$ cat src/rtl/float32_exp_table_poly_defines.svh
// ----------------------------------------------------------------------------
// float32_exp_table_poly assertion macros
// shared concurrent assertion forms, clocked on clk
// ----------------------------------------------------------------------------
`ifndef FLOAT32_EXP_TABLE_POLY_DEFINES_SVH
`define FLOAT32_EXP_TABLE_POLY_DEFINES_SVH

// checked only while out of reset
`define FEXP_ASSERT(name, prop, msg) \
name: assert property (@(posedge clk) disable iff (!arst_n) prop) else $error(msg);

// checked at every edge, reset included
`define FEXP_ASSERT_ALWAYS(name, prop, msg) \
name: assert property (@(posedge clk) prop) else $error(msg);

`endif

$ cat src/rtl/fexp_pkg.sv
// ----------------------------------------------------------------------------
// fexp_pkg
// types, constants and arithmetic helpers of the float32 exponential
// ----------------------------------------------------------------------------
package fexp_pkg;

	typedef struct packed {
		logic [31:0] x_bits;
		logic        last_in;
	} item_t;

	typedef struct packed {
		logic [31:0] result_bits;
		logic        last_out;
	} result_t;

	// values that ride along the fma chain
	typedef struct packed {
		logic [31:0] x;
		logic [31:0] v;
		logic [31:0] t;
		logic [31:0] l;
		logic [31:0] sn;
		logic [31:0] so;
		logic [31:0] spv;
		logic        sp;
		logic        last;
	} side_t;

	localparam int unsigned NUM_FMA = 10;

	localparam logic [31:0] MAGIC_BIAS   = 32'h4B40_0000;
	localparam logic [31:0] NEG_MAGIC    = 32'hCB40_0000;
	localparam logic [31:0] LOG2E_X16    = 32'h41B8_AA3B;
	localparam logic [31:0] LN2_O16_HI   = 32'hBD31_7218;
	localparam logic [31:0] LN2_O16_LO   = 32'h2F02_E308;
	localparam logic [31:0] POLY_C2      = 32'h3F00_010F;
	localparam logic [31:0] POLY_C3      = 32'h3E2A_AACD;
	localparam logic [31:0] FP_ONE       = 32'h3F80_0000;
	localparam logic [31:0] FP_ZERO      = 32'h0000_0000;
	localparam logic [31:0] FP_INF       = 32'h7F80_0000;
	localparam logic [31:0] QUIET_BIT    = 32'h0040_0000;
	localparam logic [30:0] ZERO_CUT_MAG = 31'h42CF_F1B4;
	localparam logic [30:0] INF_CUT_MAG  = 31'h42B1_7217;

	localparam logic signed [8:0] EXP_MIN_E = -9'sd126;
	localparam logic signed [8:0] EXP_MAX_E = 9'sd127;

	localparam logic [31:0] POW2_FRAC [16] = '{
		32'h3F80_0000, 32'h3F85_AAC3, 32'h3F8B_95C2, 32'h3F91_C3D3,
		32'h3F98_37F0, 32'h3F9E_F532, 32'h3FA5_FED7, 32'h3FAD_583F,
		32'h3FB5_04F3, 32'h3FBD_08A4, 32'h3FC5_672A, 32'h3FCE_248C,
		32'h3FD7_44FD, 32'h3FE0_CCDF, 32'h3FEA_C0C7, 32'h3FF5_257D
	};

	// significand with hidden bit
	function automatic logic [23:0] mant_of(input logic [31:0] f);
		return {f[30:23] != 8'd0, f[22:0]};
	endfunction

	// exponent of the significand's lsb
	function automatic logic signed [10:0] lsb_exp_of(input logic [31:0] f);
		logic signed [10:0] e;
		e = (f[30:23] == 8'd0) ? 11'sd1 : signed'({3'b000, f[30:23]});
		return e - 11'sd150;
	endfunction

	// right shift, lost bits or'ed into bit 0
	function automatic logic [79:0] shr_jam(input logic [79:0] v, input logic [6:0] sh);
		logic [79:0] o;
		logic [79:0] mask;
		if (sh >= 7'd80) begin
			o = {79'b0, |v};
		end else begin
			mask = ~({80{1'b1}} << sh);
			o = v >> sh;
			o[0] = o[0] | (|(v & mask));
		end
		return o;
	endfunction

	function automatic logic [6:0] msb_of(input logic [79:0] v);
		logic [6:0] p;
		p = '0;
		for (int i = 0; i < 80; i++) begin
			if (v[i]) p = 7'(i);
		end
		return p;
	endfunction

endpackage

$ cat src/rtl/fexp_fma.sv
// ----------------------------------------------------------------------------
// fexp_fma
// four-stage fused multiply-add, a*b+c, one round to nearest even
// ----------------------------------------------------------------------------
module fexp_fma (
	input  logic            clk,
	input  logic            arst_n,
	input  logic            en,
	input  logic            in_valid,
	input  logic [31:0]     a,
	input  logic [31:0]     b,
	input  logic [31:0]     c,
	input  fexp_pkg::side_t side_in,
	output logic            out_valid,
	output logic [31:0]     r,
	output fexp_pkg::side_t side_out
);
	import fexp_pkg::*;

	logic               v_s1, v_s2, v_s3, v_s4;
	side_t              sd_s1, sd_s2, sd_s3, sd_s4;

	logic               ps_s1, cs_s1;
	logic [47:0]        pm_s1;
	logic [23:0]        cm_s1;
	logic signed [10:0] ep_s1, ec_s1;

	logic               sg_s2;
	logic [79:0]        m_s2;
	logic signed [10:0] wl_s2;

	logic               sg_s3, mz_s3;
	logic [79:0]        m_s3;
	logic signed [7:0]  r_s3;
	logic [9:0]         be_s3;

	logic [31:0]        r_s4;

	// stage 2 alignment and add
	logic               pz, cz, selc, bs, ss, sg_b;
	logic signed [10:0] ptop, ctop, gap, top;
	logic [6:0]         sh;
	logic [79:0]        pw, cw, big, small_op, m_b;
	logic [80:0]        d;

	always_comb begin
		ptop = ep_s1 + 11'sd47;
		ctop = ec_s1 + 11'sd23;
		pz = (pm_s1 == '0);
		cz = (cm_s1 == '0);
		selc = pz || (!cz && (ctop > ptop));
		gap = selc ? (ctop - ptop) : (ptop - ctop);
		if (gap < 0) sh = '0;
		else if (gap > 11'sd80) sh = 7'd80;
		else sh = 7'(gap);
		pw = {2'b00, pm_s1, 30'b0};
		cw = {2'b00, cm_s1, 54'b0};
		big = selc ? cw : pw;
		small_op = shr_jam(selc ? pw : cw, sh);
		bs = selc ? cs_s1 : ps_s1;
		ss = selc ? ps_s1 : cs_s1;
		top = selc ? ctop : ptop;
		d = {1'b0, big} - {1'b0, small_op};
		if (bs == ss) begin
			m_b = big + small_op;
			sg_b = bs;
		end else if (d[80]) begin
			m_b = 80'(-d);
			sg_b = ss;
		end else begin
			m_b = d[79:0];
			sg_b = bs;
		end
		// exact zero: negative only when both terms are negative
		if (m_b == '0) sg_b = ps_s1 & cs_s1;
	end

	// stage 3 leading one and rounding position
	logic [6:0]         msb;
	logic signed [10:0] e_c, rn, rs, rr;
	logic               sub;

	always_comb begin
		msb = msb_of(m_s2);
		e_c = signed'({4'b0, msb}) + wl_s2;
		rn = signed'({4'b0, msb}) - 11'sd23;
		rs = -11'sd149 - wl_s2;
		sub = rs > rn;
		rr = sub ? rs : rn;
	end

	// stage 4 shift and round
	logic [81:0] mx;
	logic [81:0] lowmask;
	logic [6:0]  ru;
	logic [23:0] mant;
	logic        g, st, rnd;
	logic [32:0] sum;
	logic [31:0] res_d;

	always_comb begin
		mx = {2'b00, m_s3};
		ru = r_s3[6:0];
		lowmask = '0;
		g = 1'b0;
		st = 1'b0;
		if (r_s3[7]) begin
			mant = 24'(m_s3 << 7'(-r_s3));
		end else begin
			mant = 24'(mx >> ru);
			if (ru != 7'd0) g = mx[ru - 7'd1];
			if (ru > 7'd1) begin
				lowmask = (82'd1 << (ru - 7'd1)) - 82'd1;
				st = |(mx & lowmask);
			end
		end
		rnd = g & (st | mant[0]);
		sum = {be_s3, 23'b0} + {9'b0, mant} + {32'b0, rnd};
		if (mz_s3) res_d = {sg_s3, 31'b0};
		else if (sum[32:23] >= 10'd255) res_d = {sg_s3, FP_INF[30:0]};
		else res_d = {sg_s3, sum[30:0]};
	end

	always_ff @(posedge clk or negedge arst_n) begin
		if (!arst_n) begin
			v_s1 <= 1'b0;
			v_s2 <= 1'b0;
			v_s3 <= 1'b0;
			v_s4 <= 1'b0;
		end else if (en) begin
			v_s1 <= in_valid;
			v_s2 <= v_s1;
			v_s3 <= v_s2;
			v_s4 <= v_s3;
		end
	end

	always_ff @(posedge clk) begin
		if (en) begin
			ps_s1 <= a[31] ^ b[31];
			pm_s1 <= mant_of(a) * mant_of(b);
			ep_s1 <= lsb_exp_of(a) + lsb_exp_of(b);
			cs_s1 <= c[31];
			cm_s1 <= mant_of(c);
			ec_s1 <= lsb_exp_of(c);
			sd_s1 <= side_in;

			sg_s2 <= sg_b;
			m_s2 <= m_b;
			wl_s2 <= top - 11'sd77;
			sd_s2 <= sd_s1;

			sg_s3 <= sg_s2;
			m_s3 <= m_s2;
			mz_s3 <= (m_s2 == '0);
			r_s3 <= (rr > 11'sd81) ? 8'sd81 : 8'(rr);
			be_s3 <= sub ? 10'd0 : 10'(e_c + 11'sd126);
			sd_s3 <= sd_s2;

			r_s4 <= res_d;
			sd_s4 <= sd_s3;
		end
	end

	assign out_valid = v_s4;
	assign r = r_s4;
	assign side_out = sd_s4;

endmodule

$ cat config.mk
export PLATFORM = sky130hd
export DESIGN_NAME = fexp_fma
export DESIGN_NICKNAME = d
export VERILOG_FILES = /design/src/rtl/float32_exp_table_poly_defines.svh /design/src/rtl/fexp_pkg.sv /design/src/rtl/fexp_fma.sv
export SDC_FILE = /design/constraint.sdc
export NUM_CORES = 2
export LEC_CHECK = 0
export BUFFER_PORTS_ARGS = -buffer_cell sky130_fd_sc_hd__clkbuf_2
export CORE_ASPECT_RATIO = 0.8
export CORE_UTILIZATION = 45
export CTS_CLUSTER_SIZE = 20
export DETAILED_ROUTE_END_ITERATION = 10
export SKIP_LAST_GASP = 1
export SYNTH_ARGS = -nofsm -noshare
export SYNTH_HDL_FRONTEND = slang
export SYNTH_SLANG_ARGS = --single-unit
$ cat constraint.sdc
create_clock -name clk -period 30.8 [get_ports clk]
set_clock_uncertainty 0.2 [all_clocks]
set_input_delay 3.08 -clock clk [delete_from_list [all_inputs] [get_ports clk]]
set_output_delay 3.08 -clock clk [all_outputs]
set_load 0.005 [all_outputs]
==> flow_summary_export.csv <==
group,metric,value,unit
outcome,status,"finished clean",
route,antenna_left,0,
floorplanning,design.core.area,193000,µm²
global_route,gr-total-overflow,0,
synthesis,synth.distinct_cells,118,
clock_network,ctsResizeCount,0,
floorplanning,start_util,45.5,%
synthesis,synth_cells,8481,
floorplanning,die_y,397,µm
synthesis,synth_flop_cell,"edfxtp_1",
route,first_pass_iters,6,
clock_network,cts_htree_levels,3,
global_route,antenna_found_initial,22,
setup_path,cp.arrival,16.67,ns
sta,setup_ws,14.44,ns
sta,rsz0062_at_grt,"no",
clock_network,cts_buffer_depth,3,
clock_network,cts_sinks,1225,
synthesis,synth.avg_cell_area,10.4,µm²
route,drt_iter0_drc,8622,
synthesis,synth_top_area_share,41.7,%
sta,fin_crit_sh,53.1,%
route,drc,0,
global_route,grt_usage,33.4,%
global_route,grt_pass1_wl,481000,µm
synthesis,synth_common_cells,"edfxtp_1, nand2_1, inv_1",
clock_network,clk_transition_reported_paths,0.06,ns
synthesis,yosysMostFrequentCell,"edfxtp_1",
finish,fillers,17500,
synthesis,ys_top_cells_by_area,"edfxtp_1, fa_1, ha_1",
placed_design,port_buffers,584,
placed_design,post-place-ws,15.03,ns
synthesis,synth_warnings,0,
clock_network,cts-buffers-inserted,116,
sta,finalMaxSlewViolations,0,
route,vias_per_cell,6.15,
setup_path,cp_slowest_stage_delay,1.08,ns
placed_design,gp_congestion,1.06,
sta,setup_viol,0,
route,drt_wl_total,334000,µm
synthesis,synth_area_leader_cell,"edfxtp_1",
setup_path,crit_path_end_kind,"flop",
route,num_vias,70900,
min_path,hold_class,"flop to flop",
sta,finalCriticalPeriod,16.36,ns
floorplanning,die-width,496,µm
sta,hold_viol,0,
setup_path,critPathRequiredTime,31.11,ns
clock_network,hold_buffers,0,
sta,tightest_slew,1.35,ns
floorplanning,die_area,197000,µm²
finish,drive_above_1_share,13.3,%
clock_network,cts-root-buf,"clkbuf_16",
setup_path,crit_type,"flop to flop",
synthesis,yosysSeqAreaShare,41.8,%
floorplanning,rows,144,
clock_network,post_cts_buffers,0,
synthesis,synthesis.area,87900,µm²
flow_run,cap_violations,0,
setup_path,critPathMaxFanout,56,
synthesis,ys_ff_latch,1225,
global_route,first_global_vias,67900,
floorplanning,ios,585,
placed_design,dp_hpwl,257000,µm
setup_path,worst_setup_path_start_kind,"flop",
route,wire_per_inst,29.0,µm
synthesis,synth_edf_count,1221,
sta,tns,0,ns
finish,syn2layout_area_growth,10.9,%
setup_path,critPathSlowestCell,"o21ai_0",
synthesis,ys_async_sr_fraction,0.327,%
clock_network,worstSkewPairLatency,0.78,ns
clock_network,cts_tree,"built",
global_route,grt_max_degree,199,
sta,max-slew-margin-rel,7.40,%
synthesis,synth_nets,9636,
finish,nets,10000,
sta,fmax,0.0611,GHz
## metrics by stage
| stage | instances | util [%] | hold WS (ns) | area [µm²] |
|---|---|---|---|---|
| after floorplan | 8481 | - | 0.200 | 87900 |
| after global placement | 11300 | 48.4 | 0.200 | 93600 |
| after detailed placement | 11300 | 48.4 | 0.205 | 93600 |
| after CTS | 11500 | 50.4 | 0.202 | 97500 |
| after global routing | 11500 | 50.4 | 0.210 | 97500 |
| final | 11500 | 50.4 | 0.203 | 97500 |
## registers in the layout, summed over array words and instances (netlist names)
register   cells
sd_s1        226
sd_s2        226
sd_s3        226
side_out     226
m_s2          80
m_s3          80
pm_s1         48
r             32
cm_s1         24
wl_s2         11
be_s3         10
ep_s1         10
ec_s1          9
r_s3           8
cs_s1          1
mz_s3          1
out_valid      1
ps_s1          1
sg_s2          1
sg_s3          1
v_s1           1
v_s2           1
v_s3           1
## placed cells by master, fill, tap and decap left out, types with 116 or more instances in the layout
cell,netlist,final
fa_1,487,487
nand2_1,1038,1037
nor3_1,184,182
a21oi_1,455,453
nor2_1,573,569
mux2i_1,170,169
edfxtp_1,1221,1221
o21ai_0,344,342
ha_1,342,340
xnor2_1,214,214
nand3_1,176,176
buf_4,5,159
inv_1,720,720
clkbuf_16,0,116
clkbuf_2,0,583
and2_1,312,312
## logic make-up (layout without fill, tap and decap cells)
| kind of cell | after synthesis | count (layout) | synth area share [%] |
|---|---|---|---|
| fa+ha+maj | 829 | 829 | 16.0 |
| flops | 1225 | 1225 | 41.8 |
| compound gates | 1747 | 1747 | 13.2 |
| simple gates | 2859 | 2859 | 15.7 |
| mux | 309 | 309 | 4.84 |
| xor+xnor | 313 | 313 | 3.14 |
| other cells | 0 | 6 | 0 |
| buf+inv | 1199 | 1688 | 5.28 |
## metal layers
layer	vias to the layer above	GRT usage (%)	share of wire, %
met5	-	0	0.023
met4	12	12.7	4.2
met3	556	8.00	10
met2	3796	48.1	42
met1	35300	48.6	44
li1	31200	-	-
## critical path, delay by kind of cell (launching register included)
family | cells | cell delay, ns
adders and majority gates | 2 | 1.02
and+or+nand+nor | 16 | 5.20
AOI/OAI and AO/OA | 19 | 6.16
muxes | 1 | 0.35
buffers and inverters | 6 | 2.13
DFF | 1 | 0.43
xor gates and xnor gates | 2 | 0.42
## path summary, 6_finish.rpt
path / from / to / slack, ns / depth (start not counted)
min in group asynchronous: arst_n / v_s3 / 1.94 / 1
max: ec_s1[2] / sg_s2 / 14.44 / 46
min reg2reg: sd_s2[202] / sd_s3[202] / 0.20 / 0
max in group asynchronous: arst_n / out_valid / 28.34 / 1
min: sd_s2[202] / sd_s3[202] / 0.20 / 0
max reg2reg: ec_s1[2] / sg_s2 / 14.44 / 46
## area by class of cell
| class | count | area [µm²] | area share, % |
|---|---|---|---|
| clock inverters | 84 | 918 | 0.942 |
| flip-flops and latches | 1225 | 36800 | 37.7 |
| clock buffers | 132 | 2960 | 3.04 |
| repair buffers | 749 | 4230 | 4.34 |
| inverters | 723 | 2710 | 2.78 |
| well taps | 2555 | 3200 | 3.28 |
| diodes | 6 | 15.0 | 0.0154 |
| multi-input cells | 6057 | 46700 | 47.9 |
Power is left out: the tool's default activity adds up to more than one toggle a clock period on the data nets, which glitch-free logic cannot reach.
